==> config.mk <==
export PLATFORM = sky130hd
export DESIGN_NAME = one_shot_timer_bank_flat
export DESIGN_NICKNAME = d
export VERILOG_FILES = /design/src/design/ostb_pkg.sv /design/src/design/ostb_in_if.sv /design/src/design/ostb_out_if.sv /design/src/design/one_shot_timer_bank.sv /design/src/design/ostb_ram.sv /design/src/design/ostb_step.sv /design/src/flat_wrapper.sv
export SDC_FILE = /design/constraint.sdc
export NUM_CORES = 1
export LEC_CHECK = 0
export BUFFER_PORTS_ARGS = -buffer_cell sky130_fd_sc_hd__buf_2
export CAP_MARGIN = 20
export CORE_MARGIN = 2
export CORE_UTILIZATION = 60
export CTS_CLUSTER_DIAMETER = 30
export DETAILED_ROUTE_END_ITERATION = 7
export PLACE_DENSITY = 0.8
export SETUP_SLACK_MARGIN = 0.15
export SYNTH_ARGS = -nofsm -noshare
export SYNTH_HDL_FRONTEND = slang
export SYNTH_SLANG_ARGS = --single-unit
==> constraint.sdc <==
create_clock -name i_clk -period 4.98 [get_ports i_clk]
set_input_delay 0.747 -clock i_clk [delete_from_list [all_inputs] [get_ports i_clk]]
set_output_delay 0.747 -clock i_clk [all_outputs]
set_load 0.005 [all_outputs]
==> src/design/ostb_pkg.sv <==
package ostb_pkg;

    // Default bank geometry, handed to the top level as parameter defaults.
    localparam int TIMER_COUNT_DEF = 16;
    localparam int PERIOD_BITS_DEF = 16;

    // Fixed widths of the item fields.
    localparam int CMD_BITS    = 3;
    localparam int INDEX_BITS  = 4;
    localparam int PERIOD_W    = 16;
    localparam int MASK_BITS   = 16;
    localparam int PRESC_BITS  = 8;

    localparam logic [PRESC_BITS-1:0] PRESCALE_RESET = 8'd100;

    typedef enum logic [CMD_BITS-1:0] {
        CMD_TICK       = 3'd0,
        CMD_CONFIGURE  = 3'd1,
        CMD_START      = 3'd2,
        CMD_STOP       = 3'd3,
        CMD_DEINIT     = 3'd4,
        CMD_CLEAR_FLAG = 3'd5,
        CMD_QUERY      = 3'd6,
        CMD_DEINIT_ALL = 3'd7
    } t_cmd;

    typedef enum logic [2:0] {
        S_IDLE,
        S_EXEC,
        S_START_WR,
        S_PASS,
        S_FINISH
    } t_state;

    // Outcome of one countdown step on one timer.
    typedef struct packed {
        logic active;   // timer was running and has been decremented
        logic expired;  // count reached zero on this step
    } t_step;

endpackage

==> src/design/ostb_in_if.sv <==
interface ostb_in_if;
    import ostb_pkg::*;

    logic                  valid;
    logic                  ready;
    t_cmd                  cmd;
    logic [INDEX_BITS-1:0] timer_index;
    logic [PERIOD_W-1:0]   period;
    logic                  callback_enable;

    modport source (output valid, cmd, timer_index, period, callback_enable, input ready);
    modport sink   (input valid, cmd, timer_index, period, callback_enable, output ready);
endinterface

==> src/design/ostb_out_if.sv <==
interface ostb_out_if;
    import ostb_pkg::*;

    logic                 valid;
    logic                 ready;
    logic                 pass_done;
    logic [MASK_BITS-1:0] expired_mask;
    logic [MASK_BITS-1:0] fire_mask;
    logic                 elapsed;

    modport source (output valid, pass_done, expired_mask, fire_mask, elapsed, input ready);
    modport sink   (input valid, pass_done, expired_mask, fire_mask, elapsed, output ready);
endinterface

==> src/design/one_shot_timer_bank.sv <==
// Bank of TIMER_COUNT one-shot down-counting timers behind an 8-bit prescaler.
// Each accepted item is one command; exactly one result item comes back for it.
// A base tick advances the prescaler, and once the count reaches the
// prescale limit it returns to zero and a countdown pass walks every timer in
// turn, one timer per clock, through a single shared decrement-and-compare
// unit fed from the period and remaining-count memories. Each item goes from
// the execute state to the finish state, where the result is loaded: a pass
// walks the timers in between, start/reload adds one memory read of the
// stored period, and every other command, including a tick that does not
// complete a pass, goes straight to finish. The next item can be taken in the
// cycle after the load. The input is not ready while an item is at
// work, but a finished result sits in an output register, so the next item is
// taken while the previous result still waits downstream. Timer state is
// cleared at reset by per-timer valid bits, so there is no clearing sweep and
// the bank is usable straight out of reset. The prescale limit may be written
// only while the bank is idle; a limit of zero behaves like one. Only timers
// 0 to 15 appear in the expired and fire masks.
module one_shot_timer_bank #(
    parameter int TIMER_COUNT = ostb_pkg::TIMER_COUNT_DEF,
    parameter int PERIOD_BITS = ostb_pkg::PERIOD_BITS_DEF
) (
    input  logic                            i_clk,
    input  logic                            i_rst_n,
    input  logic                            i_cfg_we,
    input  logic [ostb_pkg::PRESC_BITS-1:0] i_cfg_wdata,
    ostb_in_if.sink                         i_cmd_ch,
    ostb_out_if.source                      o_res_ch
);
    import ostb_pkg::*;

    localparam int IW = (TIMER_COUNT > 1) ? $clog2(TIMER_COUNT) : 1;
    localparam int CW = $clog2(TIMER_COUNT + 1);
    localparam int PB = PERIOD_BITS;

    // Sequencer state and the latched command.
    t_state                r_state, n_state;
    t_cmd                  r_cmd;
    logic [INDEX_BITS-1:0] r_idx;
    logic [PB-1:0]         r_period;
    logic                  r_cben_in;

    // Prescaler.
    logic [PRESC_BITS-1:0] r_limit;
    logic [PRESC_BITS-1:0] r_presc, n_presc;

    // Per-timer flags; valid bits stand in for zeroed memory entries.
    logic [TIMER_COUNT-1:0] r_pvld, n_pvld;
    logic [TIMER_COUNT-1:0] r_rvld, n_rvld;
    logic [TIMER_COUNT-1:0] r_flag, n_flag;
    logic [TIMER_COUNT-1:0] r_cben, n_cben;

    // Pass walker: r_cnt is the timer being read, r_proc the one being updated.
    logic [CW-1:0] r_cnt, n_cnt;
    logic [IW-1:0] r_proc;

    // Results under construction.
    logic                 r_pass, n_pass;
    logic [MASK_BITS-1:0] r_exp, n_exp;
    logic [MASK_BITS-1:0] r_fire, n_fire;

    // Output register.
    logic                 r_out_valid, n_out_valid;
    logic                 r_out_pass;
    logic [MASK_BITS-1:0] r_out_exp;
    logic [MASK_BITS-1:0] r_out_fire;
    logic                 r_out_elapsed;
    logic                 load_out;

    // Memory ports and registered read-side valid bits.
    logic [IW-1:0] raddr;
    logic          p_we, rm_we;
    logic [IW-1:0] p_waddr, rm_waddr;
    logic [PB-1:0] p_wdata, rm_wdata;
    logic [PB-1:0] p_rdata, rm_rdata;
    logic          r_pv_q, r_rv_q;
    logic [PB-1:0] per_q, rem_q;

    // Shared countdown unit.
    logic [PB-1:0] step_rem;
    t_step         step_res;

    logic          in_range;
    logic [IW-1:0] ia;
    logic [PRESC_BITS-1:0] presc_inc;

    assign ia       = IW'(r_idx);
    assign in_range = (32'(r_idx) < TIMER_COUNT);
    assign per_q    = r_pv_q ? p_rdata : '0;
    assign rem_q    = r_rv_q ? rm_rdata : '0;
    assign presc_inc = r_presc + PRESC_BITS'(1);

    ostb_ram #(.WIDTH(PB), .DEPTH(TIMER_COUNT)) u_period_ram (
        .i_clk   (i_clk),
        .i_we    (p_we),
        .i_waddr (p_waddr),
        .i_wdata (p_wdata),
        .i_raddr (raddr),
        .o_rdata (p_rdata)
    );

    ostb_ram #(.WIDTH(PB), .DEPTH(TIMER_COUNT)) u_remain_ram (
        .i_clk   (i_clk),
        .i_we    (rm_we),
        .i_waddr (rm_waddr),
        .i_wdata (rm_wdata),
        .i_raddr (raddr),
        .o_rdata (rm_rdata)
    );

    ostb_step #(.PERIOD_BITS(PB)) u_step (
        .i_period    (per_q),
        .i_remaining (rem_q),
        .o_remaining (step_rem),
        .o_res       (step_res)
    );

    assign i_cmd_ch.ready = (r_state == S_IDLE);

    assign o_res_ch.valid        = r_out_valid;
    assign o_res_ch.pass_done    = r_out_pass;
    assign o_res_ch.expired_mask = r_out_exp;
    assign o_res_ch.fire_mask    = r_out_fire;
    assign o_res_ch.elapsed      = r_out_elapsed;

    // The result is loaded once the output register is free or being emptied.
    assign load_out = (r_state == S_FINISH) && (!r_out_valid || o_res_ch.ready);

    always_comb begin
        n_state  = r_state;
        n_presc  = r_presc;
        n_pvld   = r_pvld;
        n_rvld   = r_rvld;
        n_flag   = r_flag;
        n_cben   = r_cben;
        n_cnt    = r_cnt;
        n_pass   = r_pass;
        n_exp    = r_exp;
        n_fire   = r_fire;
        raddr    = IW'(r_cnt);
        p_we     = 1'b0;
        p_waddr  = ia;
        p_wdata  = r_period;
        rm_we    = 1'b0;
        rm_waddr = ia;
        rm_wdata = per_q;

        n_out_valid = r_out_valid;
        if (o_res_ch.ready) begin
            n_out_valid = 1'b0;
        end
        if (load_out) begin
            n_out_valid = 1'b1;
        end

        case (r_state)
            S_IDLE: begin
                if (i_cmd_ch.valid) begin
                    n_state = S_EXEC;
                end
            end
            S_EXEC: begin
                n_pass  = 1'b0;
                n_exp   = '0;
                n_fire  = '0;
                n_state = S_FINISH;
                case (r_cmd)
                    CMD_TICK: begin
                        if (presc_inc >= r_limit) begin
                            n_presc = '0;
                            n_pass  = 1'b1;
                            n_cnt   = '0;
                            n_state = S_PASS;
                        end else begin
                            n_presc = presc_inc;
                        end
                    end
                    CMD_CONFIGURE: begin
                        if (in_range) begin
                            p_we       = 1'b1;
                            n_pvld[ia] = 1'b1;
                            n_flag[ia] = 1'b0;
                            n_cben[ia] = r_cben_in;
                        end
                    end
                    CMD_START: begin
                        raddr   = ia;
                        n_state = S_START_WR;
                    end
                    CMD_STOP: begin
                        if (in_range) begin
                            n_rvld[ia] = 1'b0;
                        end
                    end
                    CMD_DEINIT: begin
                        if (in_range) begin
                            n_pvld[ia] = 1'b0;
                            n_rvld[ia] = 1'b0;
                            n_flag[ia] = 1'b0;
                            n_cben[ia] = 1'b0;
                        end
                    end
                    CMD_CLEAR_FLAG: begin
                        if (in_range) begin
                            n_flag[ia] = 1'b0;
                        end
                    end
                    CMD_QUERY: begin
                    end
                    CMD_DEINIT_ALL: begin
                        n_pvld = '0;
                        n_rvld = '0;
                        n_flag = '0;
                        n_cben = '0;
                    end
                    default: begin
                    end
                endcase
            end
            S_START_WR: begin
                // The stored period has been read; copy it into the count.
                if (in_range) begin
                    rm_we      = 1'b1;
                    rm_wdata   = per_q;
                    n_rvld[ia] = 1'b1;
                end
                n_state = S_FINISH;
            end
            S_PASS: begin
                // Read timer r_cnt while the shared unit updates timer r_proc.
                if (r_cnt != '0) begin
                    rm_waddr = r_proc;
                    rm_wdata = step_rem;
                    rm_we    = step_res.active;
                    if (step_res.expired) begin
                        n_flag[r_proc] = 1'b1;
                        if (32'(r_proc) < MASK_BITS) begin
                            n_exp = r_exp | (MASK_BITS'(1) << r_proc);
                            if (r_cben[r_proc]) begin
                                n_fire = r_fire | (MASK_BITS'(1) << r_proc);
                            end
                        end
                    end
                end
                if (r_cnt == CW'(TIMER_COUNT)) begin
                    n_state = S_FINISH;
                end else begin
                    n_cnt = r_cnt + CW'(1);
                end
            end
            S_FINISH: begin
                if (load_out) begin
                    n_state = S_IDLE;
                end
            end
            default: begin
                n_state = S_IDLE;
            end
        endcase
    end

    always_ff @(posedge i_clk) begin
        if (!i_rst_n) begin
            r_state     <= S_IDLE;
            r_limit     <= PRESCALE_RESET;
            r_presc     <= '0;
            r_pvld      <= '0;
            r_rvld      <= '0;
            r_flag      <= '0;
            r_cben      <= '0;
            r_cnt       <= '0;
            r_out_valid <= 1'b0;
        end else begin
            r_state     <= n_state;
            r_presc     <= n_presc;
            r_pvld      <= n_pvld;
            r_rvld      <= n_rvld;
            r_flag      <= n_flag;
            r_cben      <= n_cben;
            r_cnt       <= n_cnt;
            r_out_valid <= n_out_valid;
            if (i_cfg_we) begin
                r_limit <= i_cfg_wdata;
            end
        end
    end

    // Payload registers.
    always_ff @(posedge i_clk) begin
        if (i_cmd_ch.valid && i_cmd_ch.ready) begin
            r_cmd     <= i_cmd_ch.cmd;
            r_idx     <= i_cmd_ch.timer_index;
            r_period  <= PB'(i_cmd_ch.period);
            r_cben_in <= i_cmd_ch.callback_enable;
        end
        r_pass <= n_pass;
        r_exp  <= n_exp;
        r_fire <= n_fire;
        r_proc <= raddr;
        r_pv_q <= r_pvld[raddr];
        r_rv_q <= r_rvld[raddr];
        if (load_out) begin
            r_out_pass    <= r_pass;
            r_out_exp     <= r_exp;
            r_out_fire    <= r_fire;
            r_out_elapsed <= in_range && r_flag[ia];
        end
    end

    // A timer can only fire if it has expired in the same pass.
    a_fire_subset: assert property (@(posedge i_clk) disable iff (!i_rst_n)
        r_out_valid |-> ((r_out_fire & ~r_out_exp) == '0))
        else $error("fire mask holds a timer that did not expire");

    // A freshly loaded pass result means the prescaler has just restarted.
    a_pass_presc: assert property (@(posedge i_clk) disable iff (!i_rst_n)
        (load_out && r_pass) |=> (r_presc == '0))
        else $error("pass reported without prescaler restart");

    // The walker never runs past the last timer and always ends in FINISH.
    a_pass_bound: assert property (@(posedge i_clk) disable iff (!i_rst_n)
        (r_state == S_PASS) |=> ((r_state == S_PASS && r_cnt <= CW'(TIMER_COUNT))
                                 || r_state == S_FINISH))
        else $error("countdown pass walker out of range");

    // Masks stay clear for any item that did not run a pass.
    a_mask_nopass: assert property (@(posedge i_clk) disable iff (!i_rst_n)
        (load_out && !r_pass) |=> (r_out_exp == '0 && r_out_fire == '0))
        else $error("mask reported without a pass");
endmodule

==> src/design/ostb_ram.sv <==
module ostb_ram #(
    parameter int WIDTH = 16,
    parameter int DEPTH = 16,
    localparam int AW   = (DEPTH > 1) ? $clog2(DEPTH) : 1
) (
    input  logic             i_clk,
    input  logic             i_we,
    input  logic [AW-1:0]    i_waddr,
    input  logic [WIDTH-1:0] i_wdata,
    input  logic [AW-1:0]    i_raddr,
    output logic [WIDTH-1:0] o_rdata
);
    logic [WIDTH-1:0] r_mem [DEPTH];
    logic [WIDTH-1:0] r_rdata;

    always_ff @(posedge i_clk) begin
        if (i_we) begin
            r_mem[i_waddr] <= i_wdata;
        end
        r_rdata <= r_mem[i_raddr];
    end

    assign o_rdata = r_rdata;
endmodule

==> src/design/ostb_step.sv <==
module ostb_step #(
    parameter int PERIOD_BITS = 16
) (
    input  logic [PERIOD_BITS-1:0] i_period,
    input  logic [PERIOD_BITS-1:0] i_remaining,
    output logic [PERIOD_BITS-1:0] o_remaining,
    output ostb_pkg::t_step        o_res
);
    import ostb_pkg::*;

    // A timer counts only while it has a period and time left to run.
    always_comb begin
        o_res.active  = (i_period != '0) && (i_remaining != '0);
        o_remaining   = i_remaining - PERIOD_BITS'(1);
        o_res.expired = o_res.active && (o_remaining == '0);
    end
endmodule

==> src/flat_wrapper.sv <==
// flat-port wrapper written by rule: the top's interface ports become plain ports
module one_shot_timer_bank_flat import ostb_pkg::*;
#(
    parameter int TIMER_COUNT = ostb_pkg::TIMER_COUNT_DEF,
    parameter int PERIOD_BITS = ostb_pkg::PERIOD_BITS_DEF
)
  (i_clk, i_rst_n, i_cfg_we, i_cfg_wdata, i_cmd_ch_valid, i_cmd_ch_cmd, i_cmd_ch_timer_index, i_cmd_ch_period, i_cmd_ch_callback_enable, i_cmd_ch_ready, o_res_ch_valid, o_res_ch_pass_done, o_res_ch_expired_mask, o_res_ch_fire_mask, o_res_ch_elapsed, o_res_ch_ready);
  ostb_in_if i_cmd_ch_i ();
  ostb_out_if o_res_ch_i ();
  input  logic i_clk;
  input  logic i_rst_n;
  input  logic i_cfg_we;
  input  logic [ostb_pkg::PRESC_BITS-1:0] i_cfg_wdata;
  input wire logic [$bits(i_cmd_ch_i.valid)-1:0] i_cmd_ch_valid;
  input wire logic [$bits(i_cmd_ch_i.cmd)-1:0] i_cmd_ch_cmd;
  input wire logic [$bits(i_cmd_ch_i.timer_index)-1:0] i_cmd_ch_timer_index;
  input wire logic [$bits(i_cmd_ch_i.period)-1:0] i_cmd_ch_period;
  input wire logic [$bits(i_cmd_ch_i.callback_enable)-1:0] i_cmd_ch_callback_enable;
  output wire logic [$bits(i_cmd_ch_i.ready)-1:0] i_cmd_ch_ready;
  output wire logic [$bits(o_res_ch_i.valid)-1:0] o_res_ch_valid;
  output wire logic [$bits(o_res_ch_i.pass_done)-1:0] o_res_ch_pass_done;
  output wire logic [$bits(o_res_ch_i.expired_mask)-1:0] o_res_ch_expired_mask;
  output wire logic [$bits(o_res_ch_i.fire_mask)-1:0] o_res_ch_fire_mask;
  output wire logic [$bits(o_res_ch_i.elapsed)-1:0] o_res_ch_elapsed;
  input wire logic [$bits(o_res_ch_i.ready)-1:0] o_res_ch_ready;
  assign i_cmd_ch_i.valid = i_cmd_ch_valid;
  assign i_cmd_ch_i.cmd = i_cmd_ch_cmd;
  assign i_cmd_ch_i.timer_index = i_cmd_ch_timer_index;
  assign i_cmd_ch_i.period = i_cmd_ch_period;
  assign i_cmd_ch_i.callback_enable = i_cmd_ch_callback_enable;
  assign i_cmd_ch_ready = i_cmd_ch_i.ready;
  assign o_res_ch_valid = o_res_ch_i.valid;
  assign o_res_ch_pass_done = o_res_ch_i.pass_done;
  assign o_res_ch_expired_mask = o_res_ch_i.expired_mask;
  assign o_res_ch_fire_mask = o_res_ch_i.fire_mask;
  assign o_res_ch_elapsed = o_res_ch_i.elapsed;
  assign o_res_ch_i.ready = o_res_ch_ready;
  one_shot_timer_bank #(.TIMER_COUNT(TIMER_COUNT), .PERIOD_BITS(PERIOD_BITS)) u_core (.i_clk(i_clk), .i_rst_n(i_rst_n), .i_cfg_we(i_cfg_we), .i_cfg_wdata(i_cfg_wdata), .i_cmd_ch(i_cmd_ch_i), .o_res_ch(o_res_ch_i));
endmodule
==> results.md <==
- Deepest clock path buffer count: 3
- Peak supply drop: 0.328 mV
- # DRC: 0
- Post-synthesis compound-gate area fraction: 0.142
- Worst Tran Pin Value: 1130 ps
- Crit path cell chain: or3b_1 > inv_2 > nand3_2 > and2_2 > buf_4 > o311ai_0 > a211oi_1 > or4_1
- Max incr delay on CP: 730 ps
- H-tree levels: 3
- Critical Path Fanout Max: 68
- DR iter-0 viols: 3072
- Seq cells post-synth: 730
- Synth cell count leaders: 603 x edfxtp_1, 199 x a211oi_1, 147 x nand2_1
- CP endpoint kind: register
- Final period utilization: 0.854
- Final nets: 2504
- CP arrival: 4800 ps
- Initial Util: 0.610
- Worst Setup Path Type: register to register
- Port-buffer cells: 72
- Mux cell area share after synthesis: 0.0321
- Clock skew: 40.7 ps
- Pwr Density: 431 mW/mm^2
- DR WL/cell: 26.2 um
- Row cnt: 82
- Clock Tree Root: clkbuf_16
- CTS tree: done
- Asr flop ratio synth: 0
- Ranking of synthesized cells by area: edfxtp_1 59%, dfxtp_1 8.3%, a211oi_1 4.9%, mux2i_1 2.5%, nand3_1 2.3%
- Skew-Pair Late Insertion Delay: 700 ps
- Max cap viols: 0
- Area of the mapped netlist: 0.0307 mm^2
- Core ar.: 0.0504 mm^2
- Xor and xnor area share after synthesis: 0.00456
- Fraction of the mapped netlist area in simple logic gates: 0.114
- Largest net degree at the start of global routing: 116
- Global-route wire length before repair: 129000 um
- Main synth FF type: edfxtp_1
- Syn Nets: 2426
- Period minus WS final: 4250 ps
- Min-Delay Path Class: primary input to register
- Diodes inserted: 0
- Cts hold-fix bufs: 0
- CP max-delay cell: nand3_2
- Tot GR Track Use: 0.319
- Synthesized-area fraction occupied by adder cells: 0.00521
- YS warnings: 0
- Post-DRT Antenna Nets: 0
- RSZ-0062 raised after global routing: no
- CTS resizes: 0
- Postcts setup bufs: 0
- Setup-failing EPs final: 0
- Critical Path RT: 5530 ps
- Initial antenna violation count: 2
- Clock sink total: 730
- Fmax: 0.235 GHz
- Grt ovf: 0
- Largest family of logic cells by synthesized area: compound AO/OA/AOI/OAI gates
- Startpoint types: register
- Ports: 73
- Vias in the first global route: 22500
- Sequential cell area fraction in the yosys report: 0.672
- Synth unique cells: 76
- Top delay family on crit path: simple AND/OR/NAND/NOR gates
- Die area: 0.0531 mm^2
- Syn Area/Cell: 12.9 um^2
- Most common cell in the netlist: edfxtp_1
- Dpl ws: 899 ps
- Final Hold Viols: 0
- Status: complete, no violations
- Total power: 0.0156 W
- Vias: 22400
- Die X-Extent: 230 um
- Setup_tns: 0 ps
- Worst setup margin: 729 ps
- Die extent in y: 230 um
- Avg Vias per Cell: 6.92
- Slew margin rel.: 0.249
- Yosys top cell area share: 0.589
- Synth area leader: edfxtp_1
- Layout cells sized above 1: 0.166
- Total wire length: 84600 um
- CTS clk-pin slew, worst paths: 50 ps
- Hpwl dp: 46800 um
- CTS Buf Count: 120
- Post-Syn Instances: 2377
- Count of pins over their slew limit: 0
- EDFF count, synth: 603
- Area delta synth->final: 18.0%
- Pre-Repair DR Iteration Count: 8
- Worst path bufs/invs: 2
- Placer congestion estimate: 0.883
- Leak: 12.3 nW
==> report_power, final <==
part / total, W / internal (W) / switching [W]
Combinational: 0.000287 / 0.0000909 / 0.000196
Clock: 0.00862 / 0.00555 / 0.00307
Sequential: 0.00673 / 0.00664 / 0.0000849
==> worst reg2reg max path: stages, from the launching register on <==
cell and delay [ps]:
dfxtp_1 440, or3b_1 600, inv_2 300, nand3_2 730
and2_2 510, buf_4 380, o311ai_0 550, a211oi_1 90
or4_1 530
==> registers in the layout, summed over array words and instances (netlist names), 4 cells and up, named ones only <==
signal and flops:
u_core.ia 4, u_core.o_res_ch.expired_mask 16, u_core.o_res_ch.fire_mask 16, u_core.p_wdata 16
u_core.r_cnt 5, u_core.r_exp 16, u_core.r_fire 16, u_core.r_flag 16
u_core.r_limit 8, u_core.r_presc 8, u_core.r_proc 4, u_core.r_pvld 16
u_core.r_rvld 16, u_core.u_period_ram.o_rdata 16, u_core.u_period_ram.r_mem 256, u_core.u_remain_ram.o_rdata 16
u_core.u_remain_ram.r_mem 256
==> worst paths after layout <==
kind,cells after the start,end,startpoint,slack (ps)
worst max-delay path,8,u_core.u_remain_ram.o_rdata[3],u_core.r_state[0],730
worst min-delay path,1,u_core.p_wdata[14],i_cmd_ch_period[14],230
worst max register to register,8,u_core.u_remain_ram.o_rdata[3],u_core.r_state[0],730
worst min register to register,0,u_core.o_res_ch.expired_mask[15],u_core.r_exp[15],440
==> per-stage QoR <==
stage	cells	util	hold WS, ps	cell area [um^2]
6_report	3235	0.720	231	36300
4_1_cts	3228	0.718	212	36200
5_1_grt	3235	0.720	223	36300
3_3_place_gp	2996	0.632	427	31800
2_1_floorplan	2377	-	400	30700
3_5_place_dp	2998	0.632	437	31900
==> cell type report <==
type / instances / area, um^2
well taps: 672 / 841
repair buffers: 146 / 1050
fillers: 3031 / 14100
inverters: 31 / 118
multi-input cells: 1426 / 9300
clock buffers: 137 / 3160
flip-flops and latches: 730 / 20600
clock inverters: 93 / 1160
==> metal layers <==
| metal | vias to the layer above | GRT usage | routed length (um) |
|---|---|---|---|
| met5 | - | 0 | 27 |
| met4 | 4 | 0.177 | 3890 |
| met3 | 308 | 0.0773 | 10300 |
| met2 | 1729 | 0.500 | 39700 |
| met1 | 10900 | 0.411 | 30700 |
| li1 | 9461 | - | - |
==> cells in the final DEF, fill, tap and decap left out, types with 33 or more instances in the layout <==
master / count
edfxtp_1: 603
a211oi_1: 199
nand2_1: 147
nand3_1: 141
nor2_1: 139
dfxtp_1: 127
clkbuf_16: 122
a21oi_1: 90
and3_1: 77
mux2i_1: 75
buf_2: 72
buf_4: 65
nor3_1: 57
o21ai_0: 49
a21boi_0: 40
o22ai_1: 36
or4_1: 36
o21a_1: 33
==> cells by family after synthesis <==
group	after synthesis
compound gates	611
xor+xnor	16
fa+ha+maj	13
buf+inv	221
flops	730
mux	86
simple gates	700
No activity file was read; power rests on OpenSTA's default activity.
